`src/dmn_pkg.sv`:
```
// ----------------------------------------------------------------------------
// dmn_pkg
// Shared types, codes and helpers of the distributed mutex node.
// ----------------------------------------------------------------------------
package dmn_pkg;

    // widths fixed by the message format
    localparam int CLK_W      = 32;
    localparam int ID_W       = 3;
    localparam int CNT_W      = 4;   // holds a group size up to 8 and counters up to 15
    localparam int RESULT_CAP = 8;

    // stream packing
    localparam int IN_DATA_W  = 40;  // msg_source, msg_clock
    localparam int IN_USER_W  = 4;   // kind, msg_type
    localparam int OUT_DATA_W = 40;  // send_dest, send_clock, flags
    localparam int OUT_USER_W = 2;   // send_type

    // configuration port
    localparam int CFG_IDX_W  = 2;
    localparam int CFG_DATA_W = 4;
    localparam logic [CFG_IDX_W-1:0] CFG_NODE_ID    = 2'd0;
    localparam logic [CFG_IDX_W-1:0] CFG_NODE_COUNT = 2'd1;

    // input kind codes
    localparam logic [1:0] KIND_REQUEST = 2'd0;
    localparam logic [1:0] KIND_RELEASE = 2'd1;
    localparam logic [1:0] KIND_FINISH  = 2'd2;
    localparam logic [1:0] KIND_MESSAGE = 2'd3;

    // message type codes, shared by incoming and outgoing traffic
    localparam logic [1:0] MSG_REQUEST = 2'd0;
    localparam logic [1:0] MSG_REPLY   = 2'd1;
    localparam logic [1:0] MSG_FINISH  = 2'd2;
    localparam logic [1:0] MSG_NONE    = 2'd3;

    // command queue
    localparam int Q_DEPTH = 2;
    localparam int Q_AW    = 1;

    typedef enum logic [2:0] {
        OP_NOP,
        OP_LOCAL_REQ,
        OP_LOCAL_REL,
        OP_LOCAL_FIN,
        OP_MSG_REQ,
        OP_MSG_REP,
        OP_MSG_FIN
    } t_op;

    typedef struct packed {
        t_op              op;
        logic [ID_W-1:0]  src;
        logic [CLK_W-1:0] mclk;
    } t_cmd;

    function automatic logic [CLK_W-1:0] sat_inc(input logic [CLK_W-1:0] x);
        return (x == {CLK_W{1'b1}}) ? x : x + 1'b1;
    endfunction

    function automatic logic [CNT_W-1:0] sat_inc4(input logic [CNT_W-1:0] x);
        return (x == {CNT_W{1'b1}}) ? x : x + 1'b1;
    endfunction

endpackage

```
`src/dmn_front.sv`:
```
// ----------------------------------------------------------------------------
// dmn_front
// Accepts input transactions and classifies them into back-end commands.
// ----------------------------------------------------------------------------
module dmn_front (
    input  logic                           i_s_tvalid,
    output logic                           o_s_tready,
    input  logic [dmn_pkg::IN_DATA_W-1:0]  i_s_tdata,  // [2:0] msg_source, [34:3] msg_clock
    input  logic [dmn_pkg::IN_USER_W-1:0]  i_s_tuser,  // [1:0] kind, [3:2] msg_type
    input  logic [dmn_pkg::ID_W-1:0]       i_node_id,
    input  logic [dmn_pkg::CNT_W-1:0]      i_group,
    input  logic                           i_q_full,
    output logic                           o_push,
    output dmn_pkg::t_cmd                  o_cmd
);
    import dmn_pkg::*;

    logic [1:0]       w_kind;
    logic [1:0]       w_mtype;
    logic [ID_W-1:0]  w_src;
    logic             w_valid_msg;

    assign w_kind  = i_s_tuser[1:0];
    assign w_mtype = i_s_tuser[3:2];
    assign w_src   = i_s_tdata[ID_W-1:0];

    // messages from ourselves, from outside the group or of unknown type are dropped
    assign w_valid_msg = (w_mtype != MSG_NONE) && (w_src != i_node_id)
                       && ({1'b0, w_src} < i_group);

    always_comb begin
        o_cmd.src  = w_src;
        o_cmd.mclk = i_s_tdata[ID_W +: CLK_W];
        unique case (w_kind)
            KIND_REQUEST: o_cmd.op = OP_LOCAL_REQ;
            KIND_RELEASE: o_cmd.op = OP_LOCAL_REL;
            KIND_FINISH:  o_cmd.op = OP_LOCAL_FIN;
            KIND_MESSAGE: begin
                if (!w_valid_msg) begin
                    o_cmd.op = OP_NOP;
                end else if (w_mtype == MSG_REQUEST) begin
                    o_cmd.op = OP_MSG_REQ;
                end else if (w_mtype == MSG_REPLY) begin
                    o_cmd.op = OP_MSG_REP;
                end else begin
                    o_cmd.op = OP_MSG_FIN;
                end
            end
            default: o_cmd.op = OP_NOP;
        endcase
    end

    assign o_s_tready = !i_q_full;
    assign o_push     = i_s_tvalid && !i_q_full;

endmodule

```
`src/dmn_queue.sv`:
```
// ----------------------------------------------------------------------------
// dmn_queue
// Short command queue between the classifier and the sequencer.
// ----------------------------------------------------------------------------
module dmn_queue (
    input  logic          i_clk,
    input  logic          i_rst_n,
    input  logic          i_push,
    input  dmn_pkg::t_cmd i_cmd,
    input  logic          i_pop,
    output dmn_pkg::t_cmd o_cmd,
    output logic          o_empty,
    output logic          o_full
);
    import dmn_pkg::*;

    t_cmd                r_mem [Q_DEPTH];
    logic [Q_AW-1:0]     r_wp;
    logic [Q_AW-1:0]     r_rp;
    logic [Q_AW:0]       r_cnt;

    assign o_empty = (r_cnt == '0);
    assign o_full  = (r_cnt == (Q_AW+1)'(Q_DEPTH));
    assign o_cmd   = r_mem[r_rp];

    always_ff @(posedge i_clk) begin
        if (i_push) begin
            r_mem[r_wp] <= i_cmd;
        end
        if (!i_rst_n) begin
            r_wp  <= '0;
            r_rp  <= '0;
            r_cnt <= '0;
        end else begin
            if (i_push) begin
                r_wp <= r_wp + 1'b1;
            end
            if (i_pop) begin
                r_rp <= r_rp + 1'b1;
            end
            if (i_push && !i_pop) begin
                r_cnt <= r_cnt + 1'b1;
            end else if (!i_push && i_pop) begin
                r_cnt <= r_cnt - 1'b1;
            end
        end
    end

endmodule

```
`src/dmn_back.sv`:
```
// ----------------------------------------------------------------------------
// dmn_back
// Protocol sequencer: Lamport clock, request state, deferred list and the
// output register that emits messages and the status result.
// ----------------------------------------------------------------------------
module dmn_back #(
    parameter int MAX_NODES = 8
) (
    input  logic                           i_clk,
    input  logic                           i_rst_n,
    input  logic [dmn_pkg::ID_W-1:0]       i_node_id,
    input  logic [dmn_pkg::CNT_W-1:0]      i_group,
    input  dmn_pkg::t_cmd                  i_cmd,
    input  logic                           i_q_empty,
    output logic                           o_pop,
    output logic                           o_m_tvalid,
    input  logic                           i_m_tready,
    output logic [dmn_pkg::OUT_DATA_W-1:0] o_m_tdata,  // [2:0] send_dest, [34:3] send_clock,
                                                       // [35] in_section, [36] requesting,
                                                       // [37] all_finished
    output logic [dmn_pkg::OUT_USER_W-1:0] o_m_tuser,  // [1:0] send_type
    output logic                           o_m_tlast
);
    import dmn_pkg::*;

    localparam int SW = (MAX_NODES > 1) ? $clog2(MAX_NODES) : 1;
    localparam int UW = $clog2(MAX_NODES + 1);

    typedef enum logic [1:0] {
        PH_IDLE,
        PH_REQ,
        PH_CS
    } t_phase;

    typedef enum logic [2:0] {
        S_IDLE,
        S_EXEC,
        S_GRANT,
        S_BCAST,
        S_REPLY,
        S_SEND1,
        S_STAT
    } t_state;

    t_state            r_state;
    t_cmd              r_cmd;
    t_phase            r_phase;
    logic [CLK_W-1:0]  r_clock;
    logic [CLK_W-1:0]  r_stamp;
    logic [CNT_W-1:0]  r_reply;
    logic [CNT_W-1:0]  r_fin;
    logic [ID_W-1:0]   r_slot [MAX_NODES];
    logic [UW-1:0]     r_used;
    logic [UW-1:0]     r_ridx;
    logic [CNT_W-1:0]  r_idx;
    logic [CNT_W-1:0]  r_sent;
    logic [1:0]        r_bc_type;
    logic              r_grant;

    logic              r_ovalid;
    logic [1:0]        r_otype;
    logic [ID_W-1:0]   r_odest;
    logic [CLK_W-1:0]  r_oclk;
    logic              r_oin_cs;
    logic              r_oreq;
    logic              r_oall;
    logic              r_olast;

    logic              w_free;
    logic [CLK_W-1:0]  w_max;
    logic              w_win;
    logic              w_grant;
    logic              w_dup;
    logic [CNT_W-1:0]  w_rep_inc;
    logic [CNT_W-1:0]  w_nm1;
    logic              w_bc_done;
    logic              w_self;

    assign w_free    = !r_ovalid || i_m_tready;
    assign w_max     = (r_cmd.mclk > r_clock) ? r_cmd.mclk : r_clock;
    assign w_win     = (r_cmd.mclk < r_stamp)
                     || ((r_cmd.mclk == r_stamp) && (r_cmd.src < i_node_id));
    assign w_grant   = (r_phase == PH_IDLE) || ((r_phase == PH_REQ) && w_win);
    assign w_rep_inc = sat_inc4(r_reply);
    assign w_nm1     = i_group - 1'b1;
    assign w_bc_done = (r_sent == w_nm1) || (r_idx == i_group);
    assign w_self    = (r_idx == {1'b0, i_node_id});

    always_comb begin
        w_dup = 1'b0;
        for (int i = 0; i < MAX_NODES; i++) begin
            if ((UW'(i) < r_used) && (r_slot[i] == r_cmd.src)) begin
                w_dup = 1'b1;
            end
        end
    end

    assign o_pop      = (r_state == S_IDLE) && !i_q_empty;
    assign o_m_tvalid = r_ovalid;
    assign o_m_tuser  = r_otype;
    assign o_m_tlast  = r_olast;
    assign o_m_tdata  = {{(OUT_DATA_W-38){1'b0}}, r_oall, r_oreq, r_oin_cs, r_oclk, r_odest};

    always_ff @(posedge i_clk) begin
        if (!i_rst_n) begin
            r_state  <= S_IDLE;
            r_phase  <= PH_IDLE;
            r_clock  <= '0;
            r_stamp  <= '0;
            r_reply  <= '0;
            r_fin    <= '0;
            r_used   <= '0;
            r_ovalid <= 1'b0;
        end else begin
            if (i_m_tready) begin
                r_ovalid <= 1'b0;
            end
            unique case (r_state)
                S_IDLE: begin
                    if (!i_q_empty) begin
                        r_cmd   <= i_cmd;
                        r_state <= S_EXEC;
                    end
                end
                S_EXEC: begin
                    r_idx  <= '0;
                    r_sent <= '0;
                    r_ridx <= '0;
                    unique case (r_cmd.op)
                        OP_LOCAL_REQ: begin
                            if (r_phase == PH_IDLE) begin
                                r_clock   <= sat_inc(r_clock);
                                r_stamp   <= sat_inc(r_clock);
                                r_phase   <= PH_REQ;
                                r_reply   <= '0;
                                r_bc_type <= MSG_REQUEST;
                                r_state   <= S_BCAST;
                            end else begin
                                r_state <= S_STAT;
                            end
                        end
                        OP_LOCAL_REL: begin
                            if (r_phase == PH_CS) begin
                                r_clock <= sat_inc(r_clock);
                                r_state <= S_REPLY;
                            end else begin
                                r_state <= S_STAT;
                            end
                        end
                        OP_LOCAL_FIN: begin
                            r_clock   <= sat_inc(r_clock);
                            r_bc_type <= MSG_FINISH;
                            r_state   <= S_BCAST;
                        end
                        OP_MSG_REQ: begin
                            r_clock <= sat_inc(w_max);
                            r_grant <= w_grant;
                            r_state <= S_GRANT;
                        end
                        OP_MSG_REP: begin
                            r_clock <= sat_inc(w_max);
                            if (r_phase == PH_REQ) begin
                                r_reply <= w_rep_inc;
                                if (w_rep_inc >= w_nm1) begin
                                    r_phase <= PH_CS;
                                end
                            end
                            r_state <= S_STAT;
                        end
                        OP_MSG_FIN: begin
                            r_clock <= sat_inc(w_max);
                            r_fin   <= sat_inc4(r_fin);
                            r_state <= S_STAT;
                        end
                        default: r_state <= S_STAT;
                    endcase
                end
                S_GRANT: begin
                    if (r_grant) begin
                        r_clock <= sat_inc(r_clock);
                        r_state <= S_SEND1;
                    end else begin
                        if (!w_dup && (r_used < w_nm1) && (r_used < UW'(MAX_NODES))) begin
                            r_slot[r_used[SW-1:0]] <= r_cmd.src;
                            r_used <= r_used + 1'b1;
                        end
                        r_state <= S_STAT;
                    end
                end
                S_BCAST: begin
                    if (w_bc_done) begin
                        // finish is counted after its broadcast goes out
                        if (r_cmd.op == OP_LOCAL_FIN) begin
                            r_fin <= sat_inc4(r_fin);
                        end
                        r_state <= S_STAT;
                    end else if (w_self) begin
                        r_idx <= r_idx + 1'b1;
                    end else if (w_free) begin
                        r_ovalid <= 1'b1;
                        r_otype  <= r_bc_type;
                        r_odest  <= r_idx[ID_W-1:0];
                        r_oclk   <= r_clock;
                        r_oin_cs <= (r_phase == PH_CS);
                        r_oreq   <= (r_phase == PH_REQ);
                        r_oall   <= (r_fin >= i_group);
                        r_olast  <= 1'b0;
                        r_idx    <= r_idx + 1'b1;
                        r_sent   <= r_sent + 1'b1;
                    end
                end
                S_REPLY: begin
                    if (r_ridx == r_used) begin
                        r_used  <= '0;
                        r_phase <= PH_IDLE;
                        r_state <= S_STAT;
                    end else if (w_free) begin
                        r_ovalid <= 1'b1;
                        r_otype  <= MSG_REPLY;
                        r_odest  <= r_slot[r_ridx[SW-1:0]];
                        r_oclk   <= r_clock;
                        r_oin_cs <= (r_phase == PH_CS);
                        r_oreq   <= (r_phase == PH_REQ);
                        r_oall   <= (r_fin >= i_group);
                        r_olast  <= 1'b0;
                        r_ridx   <= r_ridx + 1'b1;
                    end
                end
                S_SEND1: begin
                    if (w_free) begin
                        r_ovalid <= 1'b1;
                        r_otype  <= MSG_REPLY;
                        r_odest  <= r_cmd.src;
                        r_oclk   <= r_clock;
                        r_oin_cs <= (r_phase == PH_CS);
                        r_oreq   <= (r_phase == PH_REQ);
                        r_oall   <= (r_fin >= i_group);
                        r_olast  <= 1'b0;
                        r_state  <= S_STAT;
                    end
                end
                S_STAT: begin
                    if (w_free) begin
                        r_ovalid <= 1'b1;
                        r_otype  <= MSG_NONE;
                        r_odest  <= '0;
                        r_oclk   <= r_clock;
                        r_oin_cs <= (r_phase == PH_CS);
                        r_oreq   <= (r_phase == PH_REQ);
                        r_oall   <= (r_fin >= i_group);
                        r_olast  <= 1'b1;
                        r_state  <= S_IDLE;
                    end
                end
                default: r_state <= S_IDLE;
            endcase
        end
    end

endmodule

```
`src/distributed_mutex_node.sv`:
```
// ----------------------------------------------------------------------------
// distributed_mutex_node
// One node of Ricart-Agrawala mutual exclusion with a saturating Lamport clock.
// ----------------------------------------------------------------------------
// Usage:
//   Slave stream carries local commands (request, release, finish) and
//   incoming messages; the master stream carries outgoing messages, each
//   input transaction ending with one status transaction that has tlast set.
//   The cfg channel writes node_id (index 0), node_count (index 1), is always
//   ready; the user must write it only while the node is idle (not enforced).
// Flow:
//   An input transaction is classified in the cycle it is taken and queued
//   (two entries). The sequencer fetches a command, executes it, takes a
//   grant step for an incoming request, then sends one outgoing message per
//   cycle while the master side is not stalled, skips the node's own id in a
//   broadcast, closes a broadcast or a release walk and issues the status; it
//   walks the peers or the deferred list one slot at a time and takes a new
//   transaction only after the status of the last one is issued.
// Reset:
//   Clock, stamps and counters clear, the deferred list empties, node_id
//   returns to 0 and node_count to 2.
// Stall:
//   When i_m_tready is low the master side is stalled, the output register
//   holds its transaction and the sequencer waits; the queue keeps taking
//   input until it fills.
// ----------------------------------------------------------------------------
module distributed_mutex_node #(
    parameter int MAX_NODES = 8
) (
    input  logic                           i_clk,
    input  logic                           i_rst_n,
    input  logic                           i_s_tvalid,
    output logic                           o_s_tready,
    input  logic [dmn_pkg::IN_DATA_W-1:0]  i_s_tdata,   // [2:0] msg_source, [34:3] msg_clock
    input  logic [dmn_pkg::IN_USER_W-1:0]  i_s_tuser,   // [1:0] kind, [3:2] msg_type
    output logic                           o_m_tvalid,
    input  logic                           i_m_tready,
    output logic [dmn_pkg::OUT_DATA_W-1:0] o_m_tdata,   // [2:0] send_dest, [34:3] send_clock,
                                                        // [35] in_section, [36] requesting,
                                                        // [37] all_finished
    output logic [dmn_pkg::OUT_USER_W-1:0] o_m_tuser,   // [1:0] send_type
    output logic                           o_m_tlast,
    input  logic                           i_cfg_valid,
    output logic                           o_cfg_ready,
    input  logic [dmn_pkg::CFG_IDX_W-1:0]  i_cfg_index,
    input  logic [dmn_pkg::CFG_DATA_W-1:0] i_cfg_data
);
    import dmn_pkg::*;

    localparam int GCAP = (MAX_NODES < RESULT_CAP) ? MAX_NODES : RESULT_CAP;

    logic [ID_W-1:0]  r_node_id;
    logic [CNT_W-1:0] r_node_count;
    logic [CNT_W-1:0] w_group;

    logic             w_push;
    logic             w_pop;
    logic             w_full;
    logic             w_empty;
    t_cmd             w_cmd_in;
    t_cmd             w_cmd_out;

    assign o_cfg_ready = 1'b1;

    always_ff @(posedge i_clk) begin
        if (!i_rst_n) begin
            r_node_id    <= '0;
            r_node_count <= CNT_W'(2);
        end else if (i_cfg_valid) begin
            if (i_cfg_index == CFG_NODE_ID) begin
                r_node_id <= i_cfg_data[ID_W-1:0];
            end else if (i_cfg_index == CFG_NODE_COUNT) begin
                r_node_count <= i_cfg_data[CNT_W-1:0];
            end
        end
    end

    // effective group size, clamped to 2..min(8, MAX_NODES)
    always_comb begin
        priority if (r_node_count < CNT_W'(2)) begin
            w_group = CNT_W'(2);
        end else if (r_node_count > CNT_W'(GCAP)) begin
            w_group = CNT_W'(GCAP);
        end else begin
            w_group = r_node_count;
        end
    end

    dmn_front u_front (
        .i_s_tvalid (i_s_tvalid),
        .o_s_tready (o_s_tready),
        .i_s_tdata  (i_s_tdata),
        .i_s_tuser  (i_s_tuser),
        .i_node_id  (r_node_id),
        .i_group    (w_group),
        .i_q_full   (w_full),
        .o_push     (w_push),
        .o_cmd      (w_cmd_in)
    );

    dmn_queue u_queue (
        .i_clk   (i_clk),
        .i_rst_n (i_rst_n),
        .i_push  (w_push),
        .i_cmd   (w_cmd_in),
        .i_pop   (w_pop),
        .o_cmd   (w_cmd_out),
        .o_empty (w_empty),
        .o_full  (w_full)
    );

    dmn_back #(
        .MAX_NODES (MAX_NODES)
    ) u_back (
        .i_clk      (i_clk),
        .i_rst_n    (i_rst_n),
        .i_node_id  (r_node_id),
        .i_group    (w_group),
        .i_cmd      (w_cmd_out),
        .i_q_empty  (w_empty),
        .o_pop      (w_pop),
        .o_m_tvalid (o_m_tvalid),
        .i_m_tready (i_m_tready),
        .o_m_tdata  (o_m_tdata),
        .o_m_tuser  (o_m_tuser),
        .o_m_tlast  (o_m_tlast)
    );

endmodule
```
`config.mk`:
```
export PLATFORM = sky130hd
export DESIGN_NAME = distributed_mutex_node
export DESIGN_NICKNAME = d
export VERILOG_FILES = /design/src/dmn_pkg.sv /design/src/dmn_front.sv /design/src/dmn_queue.sv /design/src/dmn_back.sv /design/src/distributed_mutex_node.sv
export SDC_FILE = /design/constraint.sdc
export NUM_CORES = 1
export LEC_CHECK = 0
export BUFFER_PORTS_ARGS = -buffer_cell sky130_fd_sc_hd__buf_2
export CORE_MARGIN = 2
export CORE_UTILIZATION = 60
export DETAILED_ROUTE_END_ITERATION = 8
export PLACE_DENSITY = 0.79
export SLEW_MARGIN = 20
export SYNTH_ARGS = -nofsm -noshare
export SYNTH_HDL_FRONTEND = slang
export SYNTH_SLANG_ARGS = --single-unit
export TNS_END_PERCENT = 5
```
`constraint.sdc`:
```
create_clock -name i_clk -period 8.85 [get_ports i_clk]
set_input_delay 2.655 -clock i_clk [delete_from_list [all_inputs] [get_ports i_clk]]
set_output_delay 2.655 -clock i_clk [all_outputs]
set_load 0.03 [all_outputs]
```
==> metrics <==
Max VDD drop 213 uV; Die X 168 um; die area 28,300 um2; worst hold path class reg -> reg; CP endpoint kind flip-flop; Power Density 248 nW/um2; DRT antenna net count 0; net load switching power 1.53 mW; htree depth 1; I/O pin total 101; WL per Instance 20.6 um; synth-to-layout area growth 10.2%; Seq/Total Area, Yosys 47.6%; unrepaired setup endpoints after global routing false; vias in the first global route 11,500; number of synthesized flops with an enable pin 193; final hold vios 0; outcome finished clean; Iter 0 DRT Violations 1,502; CTS root buf clkbuf_16; Leakage 6.22 nW; Die Y 168 um; post-CTS sizing 0; FFs w/ async S/R, synth 0%; worst-path fanout max 45; fin. max-slew vios 0; Worst Max-Slew Pin Slew 1.14 ns; core area 26,700 um2; cts bufs inserted 31; number of distinct library cells after synthesis 95; Synth Area per Inst 10.4 um2; first-pass GRT wire length 63,100 um; GR Util All Layers 28.3%; setup_tns 0 ns; CTS tree yes; logic gate share of total power 27.6%; WS Path Type in -> reg; sequential share of power 43.4%; top cells by area, synth edfxtp_1 (36%), dfxtp_1 (12%), ha_1 (6.9%), xnor2_1 (4.6%), mux2_2 (3.1%); WP data arrival 4.48 ns; fin nets 1,755; switching share of power 34.5%; synthesized instance count 1,558; CP Launch Type input pin; Fillers 2,054; clock sink count 289; clock buffer depth 3; clock power share 28.9%; Starting Density 60.6%; via count 12,500; initial antenna violation count 0; Skew-Pair Late Insertion Delay 0.58 ns; number of port buffers 92; Synth Flop Type edfxtp_1; Pre-antenna DRT Iters 9; DP HPWL 28,600 um; max-cap violations 0; final core area utilization 66.8%; Vias/cell 6.32; count leader, synth edfxtp_1; Int Pwr 2.90 mW; largest net degree at the start of global routing 61; Final setup viols 0; Yosys reg bits 289; layout cell share with drive strength beyond 1 14.5%; Final period util 48.5%; Worst slew margin 24.0%; yosys warns 0; GPL Wtd Cong 0.970; Clock Skew 0.0116 ns; clk slew on worst S/H paths 0.07 ns; Post-Route WL 40,700 um; cts hold-fix bufs 0; Fmax achieved 233 MHz; GRT overflow 0; area of the mapped netlist 16,200 um2; # diodes 0; Yosys top cell area share 35.8%; top cells by count, synth edfxtp_1 (193), nor2_1 (132), dfxtp_1 (96); post-route minimum period 4.29 ns; DRC viols 0; site row count 60; cell taking the most area after synthesis edfxtp_1; postcts setup bufs 0; Critical Path RT 9.04 ns
[final timing paths]
path                startpoint           endpoint  slack (ns)  cells after the start
max                    i_rst_n  u_back.r_oclk[25]        4.56                      4
min          u_back.r_stamp[0]  u_back.r_stamp[0]        0.47                      2
max reg2reg  u_back.r_clock[6]  u_back.r_clock[8]        5.01                      8
min reg2reg  u_back.r_stamp[0]  u_back.r_stamp[0]        0.47                      2
[layer usage]
layer  part of all wire (%)  vias to the layer above  global-route usage (%)
li1                       -                     5895                       -
met1                     46                     5920                    42.8
met2                     43                      612                    41.8
met3                    9.3                       76                    5.03
met4                    2.2                        0                    8.06
met5                      0                        -                       0
[cells by family (layout without fill, tap and decap cells)]
group                      after synthesis  in the layout  share of synthesized area, %
xor gates and xnor gates               115            115                          6.30
adders and majority gates               89             89                          6.87
and+or+nand+nor                        471            471                          15.0
buffers and inverters                  176            251                          4.49
other                                    2              5                        0.0463
muxes                                   74             74                          5.38
DFF                                    289            289                          47.6
AOI/OAI and AO/OA                      342            342                          14.3
[cells in the final DEF (no fill, tap or decap), drive strengths merged, types with 23 or more instances in the layout]
master	synthesis	layout
mux2	45	45
dfxtp	96	96
mux2i	23	23
xnor2	86	86
inv	87	90
nand2	89	89
o21ai	65	65
buf	37	104
nand4	39	39
a21oi	91	91
xor2	28	28
nand3	54	54
nor3	44	44
a211oi	26	26
edfxtp	193	193
clkbuf	50	35
ha	89	89
nor2	133	133
[registers in the layout, summed over array words and instances, names as in the netlist, 2 cells and up, named ones only]
register	flops
u_back.r_reply	4
u_queue.r_cnt	2
u_back.r_idx	4
u_back.r_clock	32
r_node_id	3
u_queue.r_mem	76
u_back.r_slot	24
u_back.r_stamp	32
u_back.r_odest	3
u_back.r_cmd	38
u_back.r_used	4
u_back.r_ridx	4
u_back.r_fin	4
u_back.r_oclk	32
u_back.r_state	3
u_back.r_sent	4
u_back.r_phase	2
u_back.o_m_tuser	2
r_node_count	4
[final cells by class]
cell class / instances / area [um2] / share of cell area, %
Multi-Input combinational cell: 1096 / 7800 / 43.7
Timing Repair Buffer: 104 / 563 / 3.15
Sequential cell: 289 / 7720 / 43.2
Inverter: 89 / 334 / 1.87
Clock buffer: 35 / 801 / 4.49
Tap cell: 341 / 427 / 2.39
Clock inverter: 23 / 209 / 1.17
[metrics by stage]
stage               hold WS (ns)  setup WS [ns]  std cells  cell area [um2]  power [mW]
global placement           0.446           4.04       1918            16800        3.09
floorplan                  0.403           3.24       1561            16200        2.78
finish                     0.471           4.56       1977            17800        4.43
CTS                        0.472           4.59       1976            17800        4.41
global route               0.498           4.47       1977            17800        4.62
detailed placement         0.461           4.02       1918            16800        3.13
[power by group through the flow]
stage / Clock, mW / Combinational (mW) / Sequential, mW
global placement: 0 / 1.16 / 1.93
CTS: 1.29 / 1.20 / 1.92
global route: 1.34 / 1.33 / 1.95
floorplan: 0 / 0.880 / 1.90
finish: 1.28 / 1.22 / 1.92
detailed placement: 0 / 1.19 / 1.95
[worst max-delay path, stage by stage]
cell     delay, ns
buf_2         0.08
buf_4         0.52
nand2_1       0.30
nor2_4        0.86
(Power assumes the default switching activity.)
